## config.mk

```make
export PLATFORM = sky130hd
export DESIGN_NAME = sorted_priority_queue
export DESIGN_NICKNAME = d
export VERILOG_FILES = /design/src/rtl/spq_pkg.sv /design/src/rtl/spq_ram.sv /design/src/rtl/spq_ctrl.sv /design/src/rtl/sorted_priority_queue.sv
export SDC_FILE = /design/constraint.sdc
export NUM_CORES = 2
export LEC_CHECK = 0
export ABC_AREA = 1
export BUFFER_PORTS_ARGS = -buffer_cell sky130_fd_sc_hd__clkbuf_2
export CAP_MARGIN = 20
export CORE_MARGIN = 8
export CORE_UTILIZATION = 45
export DETAILED_ROUTE_END_ITERATION = 10
export SLEW_MARGIN = 20
export SYNTH_ARGS = -nofsm -noshare
export SYNTH_HDL_FRONTEND = slang
export SYNTH_SLANG_ARGS = --single-unit
```

## constraint.sdc

```tcl
create_clock -name i_clk -period 7.6 [get_ports i_clk]
set_clock_uncertainty 0.1 [all_clocks]
set_input_delay 1.14 -clock i_clk [delete_from_list [all_inputs] [get_ports i_clk]]
set_output_delay 1.14 -clock i_clk [all_outputs]
set_load 0.02 [all_outputs]
```

## src/rtl/spq_pkg.sv

```systemverilog
// Shared types and constants for the sorted priority queue.
package spq_pkg;

    localparam int SPQ_DEPTH = 16;

    typedef enum logic [1:0] {
        CMD_ENQUEUE  = 2'd0,
        CMD_DEQUEUE  = 2'd1,
        CMD_CONTAINS = 2'd2
    } t_command;

    typedef enum logic [2:0] {
        ST_IDLE,
        ST_ENQ,
        ST_ENQ_FIN,
        ST_DEQ,
        ST_CON
    } t_state;

    typedef struct packed {
        logic [1:0]         command;
        logic [31:0]        item_handle;
        logic signed [31:0] priority_req;
    } t_cmd_item;

    typedef struct packed {
        logic [31:0] head_handle;
        logic        hit;
        logic [4:0]  entry_count;
        logic        is_empty;
    } t_result_item;

    // One stored queue entry.
    typedef struct packed {
        logic [31:0]        handle;
        logic signed [31:0] prio;
    } t_entry;

endpackage

```

## src/rtl/spq_ram.sv

```systemverilog
// Entry memory: one write port, one registered read port.
module spq_ram
    import spq_pkg::*;
#(
    parameter int DEPTH = SPQ_DEPTH,
    parameter int AW    = $clog2(DEPTH)
) (
    input  logic          i_clk,
    input  logic          i_we,
    input  logic [AW-1:0] i_waddr,
    input  t_entry        i_wdata,
    input  logic [AW-1:0] i_raddr,
    output t_entry        o_rdata
);

    t_entry r_mem [DEPTH];
    t_entry r_rdata;

    always_ff @(posedge i_clk) begin
        if (i_we) begin
            r_mem[i_waddr] <= i_wdata;
        end
    end

    always_ff @(posedge i_clk) begin
        r_rdata <= r_mem[i_raddr];
    end

    assign o_rdata = r_rdata;

endmodule

```

## src/rtl/spq_ctrl.sv

```systemverilog
// Command sequencer: ring pointers, insertion shift, search and result register.
module spq_ctrl
    import spq_pkg::*;
#(
    parameter int DEPTH = SPQ_DEPTH,
    parameter int AW    = $clog2(DEPTH),
    parameter int CW    = $clog2(DEPTH + 1)
) (
    input  logic          i_clk,
    input  logic          i_rst_n,
    input  logic          start,
    output logic          busy,
    input  t_cmd_item     i_cmd,
    output logic          o_valid,
    output t_result_item  o_result,
    output logic          o_we,
    output logic [AW-1:0] o_waddr,
    output t_entry        o_wdata,
    output logic [AW-1:0] o_raddr,
    input  t_entry        i_rdata
);

    t_state       r_state, n_state;
    logic [AW-1:0] r_head, n_head;
    logic [CW-1:0] r_count, n_count;
    logic [AW-1:0] r_pos, n_pos;
    logic [CW-1:0] r_left, n_left;
    t_cmd_item    r_cmd, n_cmd;
    t_result_item r_res, n_res;
    logic         r_valid, n_valid;

    logic [AW-1:0] w_tail;
    logic          w_full;
    logic          w_empty;
    logic          w_move;   // stored entry sorts after the new one
    logic          w_match;

    function automatic logic [AW-1:0] ptr_inc(input logic [AW-1:0] p);
        return (p == AW'(DEPTH - 1)) ? '0 : p + 1'b1;
    endfunction

    function automatic logic [AW-1:0] ptr_dec(input logic [AW-1:0] p);
        return (p == '0) ? AW'(DEPTH - 1) : p - 1'b1;
    endfunction

    function automatic logic [AW-1:0] ptr_add(input logic [AW-1:0] p,
                                              input logic [CW-1:0] c);
        logic [AW:0] s;
        s = (AW + 1)'(p) + (AW + 1)'(c);
        if (s >= (AW + 1)'(DEPTH)) begin
            s = s - (AW + 1)'(DEPTH);
        end
        return s[AW-1:0];
    endfunction

    assign w_tail  = ptr_add(r_head, r_count);
    assign w_full  = (r_count == CW'(DEPTH));
    assign w_empty = (r_count == '0);
    assign w_move  = ($signed(i_rdata.prio) > $signed(r_cmd.priority_req));
    assign w_match = (i_rdata.handle == r_cmd.item_handle);

    // next state
    always_comb begin
        n_state = r_state;
        case (r_state)
            ST_IDLE: begin
                if (start) begin
                    case (i_cmd.command)
                        CMD_ENQUEUE:  if (!w_full && !w_empty) n_state = ST_ENQ;
                        CMD_DEQUEUE:  if (!w_empty) n_state = ST_DEQ;
                        CMD_CONTAINS: if (!w_empty) n_state = ST_CON;
                        default:      n_state = ST_IDLE;
                    endcase
                end
            end
            ST_ENQ: begin
                if (!w_move) begin
                    n_state = ST_IDLE;
                end else if (r_left == CW'(1)) begin
                    n_state = ST_ENQ_FIN;
                end
            end
            ST_ENQ_FIN: n_state = ST_IDLE;
            ST_DEQ:     n_state = ST_IDLE;
            ST_CON: begin
                if (w_match || r_left == CW'(1)) begin
                    n_state = ST_IDLE;
                end
            end
            default: n_state = ST_IDLE;
        endcase
    end

    // datapath and memory control
    always_comb begin
        n_head  = r_head;
        n_count = r_count;
        n_pos   = r_pos;
        n_left  = r_left;
        n_cmd   = r_cmd;
        n_res   = r_res;
        n_valid = 1'b0;
        o_we    = 1'b0;
        o_waddr = r_pos;
        o_wdata = '{handle: r_cmd.item_handle, prio: r_cmd.priority_req};
        o_raddr = r_head;
        case (r_state)
            ST_IDLE: begin
                if (start) begin
                    n_cmd = i_cmd;
                    n_res.head_handle = '0;
                    n_res.hit         = 1'b0;
                    case (i_cmd.command)
                        CMD_ENQUEUE: begin
                            if (w_full) begin
                                n_valid = 1'b1;
                            end else if (w_empty) begin
                                o_we      = 1'b1;
                                o_waddr   = r_head;
                                o_wdata   = '{handle: i_cmd.item_handle,
                                              prio:   i_cmd.priority_req};
                                n_count   = r_count + 1'b1;
                                n_res.hit = 1'b1;
                                n_valid   = 1'b1;
                            end else begin
                                // walk back from the tail
                                n_pos   = w_tail;
                                o_raddr = ptr_dec(w_tail);
                                n_left  = r_count;
                            end
                        end
                        CMD_DEQUEUE: begin
                            if (w_empty) n_valid = 1'b1;
                        end
                        CMD_CONTAINS: begin
                            if (w_empty) begin
                                n_valid = 1'b1;
                            end else begin
                                n_pos  = r_head;
                                n_left = r_count;
                            end
                        end
                        default: n_valid = 1'b1;
                    endcase
                end
            end
            ST_ENQ: begin
                // i_rdata holds entry at r_pos-1
                o_we = 1'b1;
                if (w_move) begin
                    o_wdata = i_rdata;
                    n_pos   = ptr_dec(r_pos);
                    n_left  = r_left - 1'b1;
                    o_raddr = ptr_dec(ptr_dec(r_pos));
                end else begin
                    n_count   = r_count + 1'b1;
                    n_res.hit = 1'b1;
                    n_valid   = 1'b1;
                end
            end
            ST_ENQ_FIN: begin
                o_we      = 1'b1;
                n_count   = r_count + 1'b1;
                n_res.hit = 1'b1;
                n_valid   = 1'b1;
            end
            ST_DEQ: begin
                n_res.head_handle = i_rdata.handle;
                n_res.hit         = 1'b1;
                n_head            = ptr_inc(r_head);
                n_count           = r_count - 1'b1;
                n_valid           = 1'b1;
            end
            ST_CON: begin
                if (w_match) begin
                    n_res.hit = 1'b1;
                    n_valid   = 1'b1;
                end else if (r_left == CW'(1)) begin
                    n_valid = 1'b1;
                end else begin
                    n_pos   = ptr_inc(r_pos);
                    o_raddr = ptr_inc(r_pos);
                    n_left  = r_left - 1'b1;
                end
            end
            default: ;
        endcase
        if (r_state == ST_CON && !n_valid) begin
            o_raddr = ptr_inc(r_pos);
        end
        n_res.entry_count = 5'(n_count);
        n_res.is_empty    = (n_count == '0);
    end

    always_ff @(posedge i_clk) begin
        if (!i_rst_n) begin
            r_state <= ST_IDLE;
            r_head  <= '0;
            r_count <= '0;
            r_valid <= 1'b0;
        end else begin
            r_state <= n_state;
            r_head  <= n_head;
            r_count <= n_count;
            r_valid <= n_valid;
        end
    end

    always_ff @(posedge i_clk) begin
        r_pos  <= n_pos;
        r_left <= n_left;
        r_cmd  <= n_cmd;
        r_res  <= n_res;
    end

    assign busy     = (r_state != ST_IDLE);
    assign o_valid  = r_valid;
    assign o_result = r_res;

endmodule

```

## src/rtl/sorted_priority_queue.sv

```systemverilog
// Sorted min-priority queue: entries kept in order in a ring buffer memory.
// Rejected or no-op commands and enqueue into an empty queue answer directly from idle;
//   dequeue reads the head entry, then answers; contains examines entries from the head
//   until a match or the last one; enqueue reads back from the tail and writes the new item last.
// Throughput: one command at a time; start is taken whenever busy is low.
// Reset (synchronous, active low) empties the queue; o_valid pulses one cycle per result.
module sorted_priority_queue
    import spq_pkg::*;
#(
    parameter int DEPTH = SPQ_DEPTH
) (
    input  logic         i_clk,
    input  logic         i_rst_n,
    input  logic         start,
    output logic         busy,
    input  t_cmd_item    i_cmd,
    output logic         o_valid,
    output t_result_item o_result
);

    localparam int AW = $clog2(DEPTH);
    localparam int CW = $clog2(DEPTH + 1);

    // Memory holds entries from the head pointer onward in ring order,
    // lowest priority first. Dequeue just advances the head. Enqueue reads
    // backward from the tail; each entry that sorts after the new item is
    // written one slot further back while the next read is in flight, and
    // the new item lands in the gap. Equal priorities stay ahead of the
    // new item, so arrival order holds among equals.
    logic          w_we;
    logic [AW-1:0] w_waddr;
    logic [AW-1:0] w_raddr;
    t_entry        w_wdata;
    t_entry        w_rdata;

    spq_ctrl #(
        .DEPTH (DEPTH),
        .AW    (AW),
        .CW    (CW)
    ) u_ctrl (
        .i_clk    (i_clk),
        .i_rst_n  (i_rst_n),
        .start    (start),
        .busy     (busy),
        .i_cmd    (i_cmd),
        .o_valid  (o_valid),
        .o_result (o_result),
        .o_we     (w_we),
        .o_waddr  (w_waddr),
        .o_wdata  (w_wdata),
        .o_raddr  (w_raddr),
        .i_rdata  (w_rdata)
    );

    spq_ram #(
        .DEPTH (DEPTH),
        .AW    (AW)
    ) u_ram (
        .i_clk   (i_clk),
        .i_we    (w_we),
        .i_waddr (w_waddr),
        .i_wdata (w_wdata),
        .i_raddr (w_raddr),
        .o_rdata (w_rdata)
    );

endmodule
```

# Word level (Yosys, flattened, before mapping)
# Memory sizes are Yosys's and may differ from the RTL's. A register that Yosys moved wholly into a read port is not among the register bits.
# Cells that the tools add are included.
[totals]
ff_bits = 125
ram_bits = 1024
in_bits = 69
output_inout_bits = 41
word_cells = 153
n_memories = 1
[memory_table]
columns = ["name", "words", "width", "read_ports", "rd_ports_with_merged_regs", "wr", "line", "source"]
rows = [
  ["u_ram.r_mem", 16, 64, 1, 1, 1, "spq_ram.sv:16", "t_entry r_mem [DEPTH];"],
]
[classes]
add_sub_neg = 10
n_lt_le_gt_ge = 2
eq_ne = 25
muxes = 77
n_reduce_logical = 26
[ops]
columns = ["op", "n"]
rows = [
  ["$mux 64", 5],
  ["$pmux 64 s2", 1],
  ["$mux 4", 26],
  ["$pmux 32 s2", 1],
  ["$mux 5", 11],
  ["$mux 33", 1],
  ["$eq 32x32->1", 1],
  ["$gt 32x32->1", 1],
  ["$pmux 4 s3", 2],
  ["$mux 3", 7],
  ["$pmux 5 s4", 1],
  ["$ne 3x3->1 const B", 6],
  ["$pmux 3 s3", 2],
  ["$sub 4x1->4 const B", 4],
  ["$pmux 5 s3", 1],
  ["$mux 1", 13],
  ["$logic_not 4->1", 3],
  ["$logic_not 5->1", 2],
  ["$pmux 5 s2", 1],
  ["$sub 5x1->5 const B", 2],
  ["$reduce_and 9->1", 1],
  ["$add 4x1->4 const B", 2],
  ["$eq 4x4->1 const B", 2],
  ["$ne 2x2->1 const B", 4],
  ["28 further kinds", 40],
]

# Depth between registers and ports, before layout
[depth]
depth_word = 11
mapped_depth = 27
ltp_nobuf = 25

# Modules after synthesis
# A second synthesis with hierarchy kept.
[hier_totals]
cells_unflattened = 5487
area_unflattened_um2 = 54556.1
[by_module_without_submodules]
columns = ["module", "instances", "cells_each", "area_per_inst_um2", "seq_area_each_um2"]
rows = [
  ["spq_ram", 1, 4210, 45285.9, 32030.7],
  ["spq_ctrl", 1, 1277, 9270.1, 3563.4],
]

# Least setup slack after synthesis
# OpenSTA, ideal clock, no wires.
[synth_timing]
path_type = "input -> register"
startpoint = "input port i_cmd[64] in the netlist's numbering"
endpoint = "memory u_ram.r_mem[11][0] in the netlist's numbering (enable)"
setup_ps = 487
arrival_time_ps = 5427
t_required_ps = 7013
path_slack_ps = 1586
cell_stages = 15
path_buffers = 1
path_cell_list = "inv_1 ha_1 inv_1 nor2_1 inv_1 nor2_1 inv_2 nor2_4 inv_2 nor2_2 inv_2 buf_2 o21ai_1 nand3_1 nor2_1"
[synth_between]
elab_chain_cells = 6
elab_cells_between_ends = 9
cone_classes = "mux: 8; reduce/logical: 1"
[synth_lines]
columns = ["element", "line", "source"]
rows = [
  ["start, declared", "sorted_priority_queue.sv:16", "input t_cmd_item i_cmd,"],
  ["$logic_not 2->1 (*)", "spq_ctrl.sv:113", "case (i_cmd.command)"],
  ["$mux 1", "spq_ctrl.sv:113", ""],
  ["$mux 1", "spq_ctrl.sv:109", "if (start) begin"],
  ["$pmux 1 s2", "spq_ctrl.sv:107", "case (r_state)"],
  ["$mux 1", "spq_ram.sv:20", "if (i_we) begin"],
  ["$mux 1 (implied by the code)", "spq_ram.sv:21", "r_mem[i_waddr] <= i_wdata;"],
  ["end, declared", "spq_ram.sv:16", ""],
]
# Every way passes the cells marked *; elsewhere a longest branch is shown, timed or not.

# Worst setup path in the final report
[layout_timing]
startpoint = "register u_ctrl.r_cmd[31] in the netlist's numbering"
endpoint = "register, netlist name u_ram.o_rdata[13]"
[layout_between]
elab_chain_cells = 6
elab_cells_between_ends = 8
cone_classes = "order compare: 1; mux: 5; reduce/logical: 2"
[layout_lines]
columns = ["element", "line", "source"]
rows = [
  ["start, declared", "spq_ctrl.sv:28", "t_cmd_item r_cmd, n_cmd;"],
  ["start signal, assigned", "spq_ctrl.sv:212", "r_cmd <= n_cmd;"],
  ["$gt 32x32->1 (*)", "spq_ctrl.sv:59", "assign w_move = ($signed(i_rdata.prio) > $signed(r_cmd.priority_req));"],
  ["$mux 1", "spq_ctrl.sv:150", "if (w_move) begin"],
  ["$pmux 1 s4", "spq_ctrl.sv:107", ""],
  ["$logic_not 1->1", "spq_ctrl.sv:188", "if (r_state == ST_CON && !n_valid) begin"],
  ["$logic_and 1x1->1", "spq_ctrl.sv:188", ""],
  ["$mux 4 (*)", "spq_ctrl.sv:188", ""],
]
# Marks and branches as above.
# A chain may end at the register's enable or synchronous reset.

==> results.json <==
{
  "start_kind": "flip-flop",
  "grt_pass1_vias": 36900,
  "hold_violations": 0,
  "nets": 5426,
  "drtIter0Drc": 4040,
  "cts_tree": "built",
  "cp.arrival_ps": 5670,
  "drcViolationCount": 0,
  "worstSetupPathType": "flip-flop to flip-flop",
  "cts_resized": 0,
  "vias_per_cell": 5.53,
  "routed_wl_mm": 154,
  "ys_types": 47,
  "clock.fmax_mhz": 195,
  "fillers": 10700,
  "ios": 110,
  "worstMarginPinSlew_ps": 1130,
  "drt-wirelength-per-cell_um": 22.0,
  "dr.pass1.iters": 7,
  "r2r-start": "u_ctrl.r_cmd[31]",
  "fin_crit_ps": 5140,
  "ys_seq_area_share_pct": 65.3,
  "ant_nets": 0,
  "worstHoldStart": "u_ram.o_rdata[47]",
  "fin_crit_sh_pct": 67.6,
  "areaGrowthSynthToFinish_pct": 12.0,
  "synth-seq-cells": 1213,
  "regToRegSetupSlack_ps": 2460,
  "via_count": 38900,
  "ir_drop_mv": 0.261,
  "synth_area_per_cell_um2": 10.3,
  "die_w_um": 364,
  "gp_congestion": 0.869,
  "core_mm2": 0.120,
  "reg2reg_to": "u_ram.o_rdata[13]",
  "p_leak_nw": 24.3,
  "setup_viol": 0,
  "drv_cap": 0,
  "numCtsBuffers": 133,
  "dpl.hpwl_mm": 76.6,
  "synth_edf_count": 1130,
  "min_path_cells": 2,
  "async_reset_ff_share_pct": 0,
  "synthCells": 5291,
  "htreeDepth": 4,
  "min_delay_worst_endpoint": "u_ctrl.o_result[22]",
  "port_buffers": 109,
  "grtUsageTotal_pct": 22.8,
  "slew_headroom_pct": 24.6,
  "status": "completed",
  "grt_pass1_wl_mm": 231,
  "clock-sinks": 1213,
  "worst-path-max-fanout": 133,
  "initial_utilization_pct": 45.4,
  "synth_ff_type": "edfxtp_1",
  "crit_path_end_kind": "flip-flop",
  "fin_total_pwr_mw": 21.9,
  "rr_worst_depth": 20,
  "synth_area_mm2": 0.0545,
  "gr-total-overflow": 0,
  "cts_buffer_depth": 3,
  "powerDensity_mw_per_mm2": 358,
  "yosys_warnings": 0,
  "num_rows": 127,
  "ctsHoldBuffers": 0,
  "tns_ps": 0,
  "clock_latency_ps": 740,
  "die_area_mm2": 0.133,
  "clkSlewWorstSetupHoldPaths_ps": 60,
  "die_h_um": 364,
  "grt_max_degree": 157,
  "rsz0062_at_grt": "no",
  "syn-num-nets": 5411,
  "drive_gt1_share_pct": 9.00,
  "crit_required_ps": 8130,
  "clockRootBuffer": "clkbuf_16",
  "slew_viol_final": 0,
  "post-cts-setup-buffers": 0,
  "antenna_found_initial": 1,
  "hold_class": "flip-flop to flip-flop"
}
==> cell usage after synthesis, drive strengths merged, types with 13 or more instances <==
cell type / instances / area share [%]
nand2: 1334 / 9.2
edfxtp: 1130 / 62
clkbuf: 66 / 0.46
nand3b: 131 / 1.8
ha: 50 / 1.1
buf: 257 / 2.7
o21ai: 160 / 1.5
dfxtp: 83 / 3.0
a31oi: 65 / 0.75
nor3: 13 / 0.15
inv: 619 / 4.3
a21oi: 97 / 0.90
nand3: 1046 / 9.6
nand4: 25 / 0.29
nor2: 171 / 1.2
==> cell usage in the layout (no fill, tap or decap), types with 20 or more instances in the layout <==
cell type	instances
clkbuf_16	138
clkbuf_2	109
clkinv_1	20
nand3b_1	131
a21oi_1	95
ha_1	50
inv_1	605
clkbuf_1	43
buf_12	21
nand2_1	1325
nor2_1	146
buf_4	73
nand4_1	25
dfxtp_1	83
edfxtp_1	1130
nand3_1	1044
a31oi_2	43
o21ai_1	25
o21ai_0	134
a31oi_1	22
nor2_4	21
==> cell type report <==
cell class | instances | area [um2] | share of cell area (%)
tap | 1612 | 2020 | 3.30
inverter | 621 | 2340 | 3.83
sequential | 1213 | 35600 | 58.3
antenna | 1 | 2.50 | 0.00410
clock buffer | 186 | 3680 | 6.03
multi-input combinational | 3134 | 15400 | 25.2
timing repair buffer | 203 | 1510 | 2.48
clock inverter | 56 | 517 | 0.846
==> report_power, final <==
part	internal [mW]	total, mW	switching, mW	leakage, nW
Combinational	1.82	6.71	4.89	11.3
Sequential	8.65	8.91	0.263	11.0
Clock	3.63	6.23	2.60	2.05
==> logic make-up after synthesis <==
| logic type | count (synthesis) | share of synthesized area (%) |
|---|---|---|
| adders and majority gates | 51 | 1.18 |
| xor gates and xnor gates | 15 | 0.241 |
| AOI/OAI and AO/OA | 346 | 3.47 |
| DFF | 1213 | 65.3 |
| buffers and inverters | 944 | 7.41 |
| and+or+nand+nor | 2722 | 22.4 |
==> critical path, cell delays in order (launching register included) <==
cell      delay (ps)
edfxtp_1         360
inv_1             60
ha_1             360
nand2_1          110
nor2_2           140
nand2_1          110
nor4_4           240
nand2_1          150
nand2_1          110
nand2_1           50
nand2_1          240
nand4_1          210
nand2_1          220
nand2_8          440
nand2_8          900
buf_4            490
nand2_1          120
nand3_1           90
nand3_1          110
nand3_1          120
nand2_1           60
==> registers in the layout (all words and copies together), names as in the netlist <==
name             cells
u_ram.o_rdata       64
u_ctrl.r_pos         4
u_ctrl.r_head        4
u_ctrl.r_state       3
u_ctrl.r_count       5
u_ctrl.o_result     39
u_ctrl.r_left        5
u_ctrl.o_valid       1
u_ram.r_mem       1024
u_ctrl.r_cmd        64
==> stage by stage <==
stage | utilization [%] | cell area (um2) | hold slack (ps) | instances | worst slack (ps)
after floorplan | - | 54500 | 462 | 5291 | 1590
after global placement | 47.1 | 56600 | 494 | 6783 | 2540
after detailed placement | 47.2 | 56700 | 494 | 6783 | 2460
after CTS | 50.7 | 60900 | 449 | 7025 | 2560
after global routing | 50.8 | 61100 | 465 | 7025 | 2150
final | 50.8 | 61100 | 491 | 7026 | 2460
==> how the worst max path moves through the flow <==
stage / endpoint / from / cells past startpoint / slack (ps)
after floorplan: u_ram.r_mem[11][0] / i_cmd[64] / 15 / 1590
after global placement: u_ram.r_mem[6][24] / i_cmd[64] / 18 / 2540
after detailed placement: u_ram.r_mem[6][24] / i_cmd[64] / 18 / 2460
after CTS: u_ram.o_rdata[10] / u_ctrl.r_cmd[31] / 20 / 2560
after global routing: u_ram.o_rdata[9] / u_ctrl.r_cmd[10] / 23 / 2150
final: u_ram.o_rdata[13] / u_ctrl.r_cmd[31] / 20 / 2460
==> per-layer routing <==
metal  track usage (%)  vias up  wire (um)
met5                 0        -          0
met4              6.28        0       3480
met3              4.44      238      14100
met2              36.1     1603      69400
met1              32.4    19000      67500
li1                  -    18000          -
(Power assumes the default switching activity.)
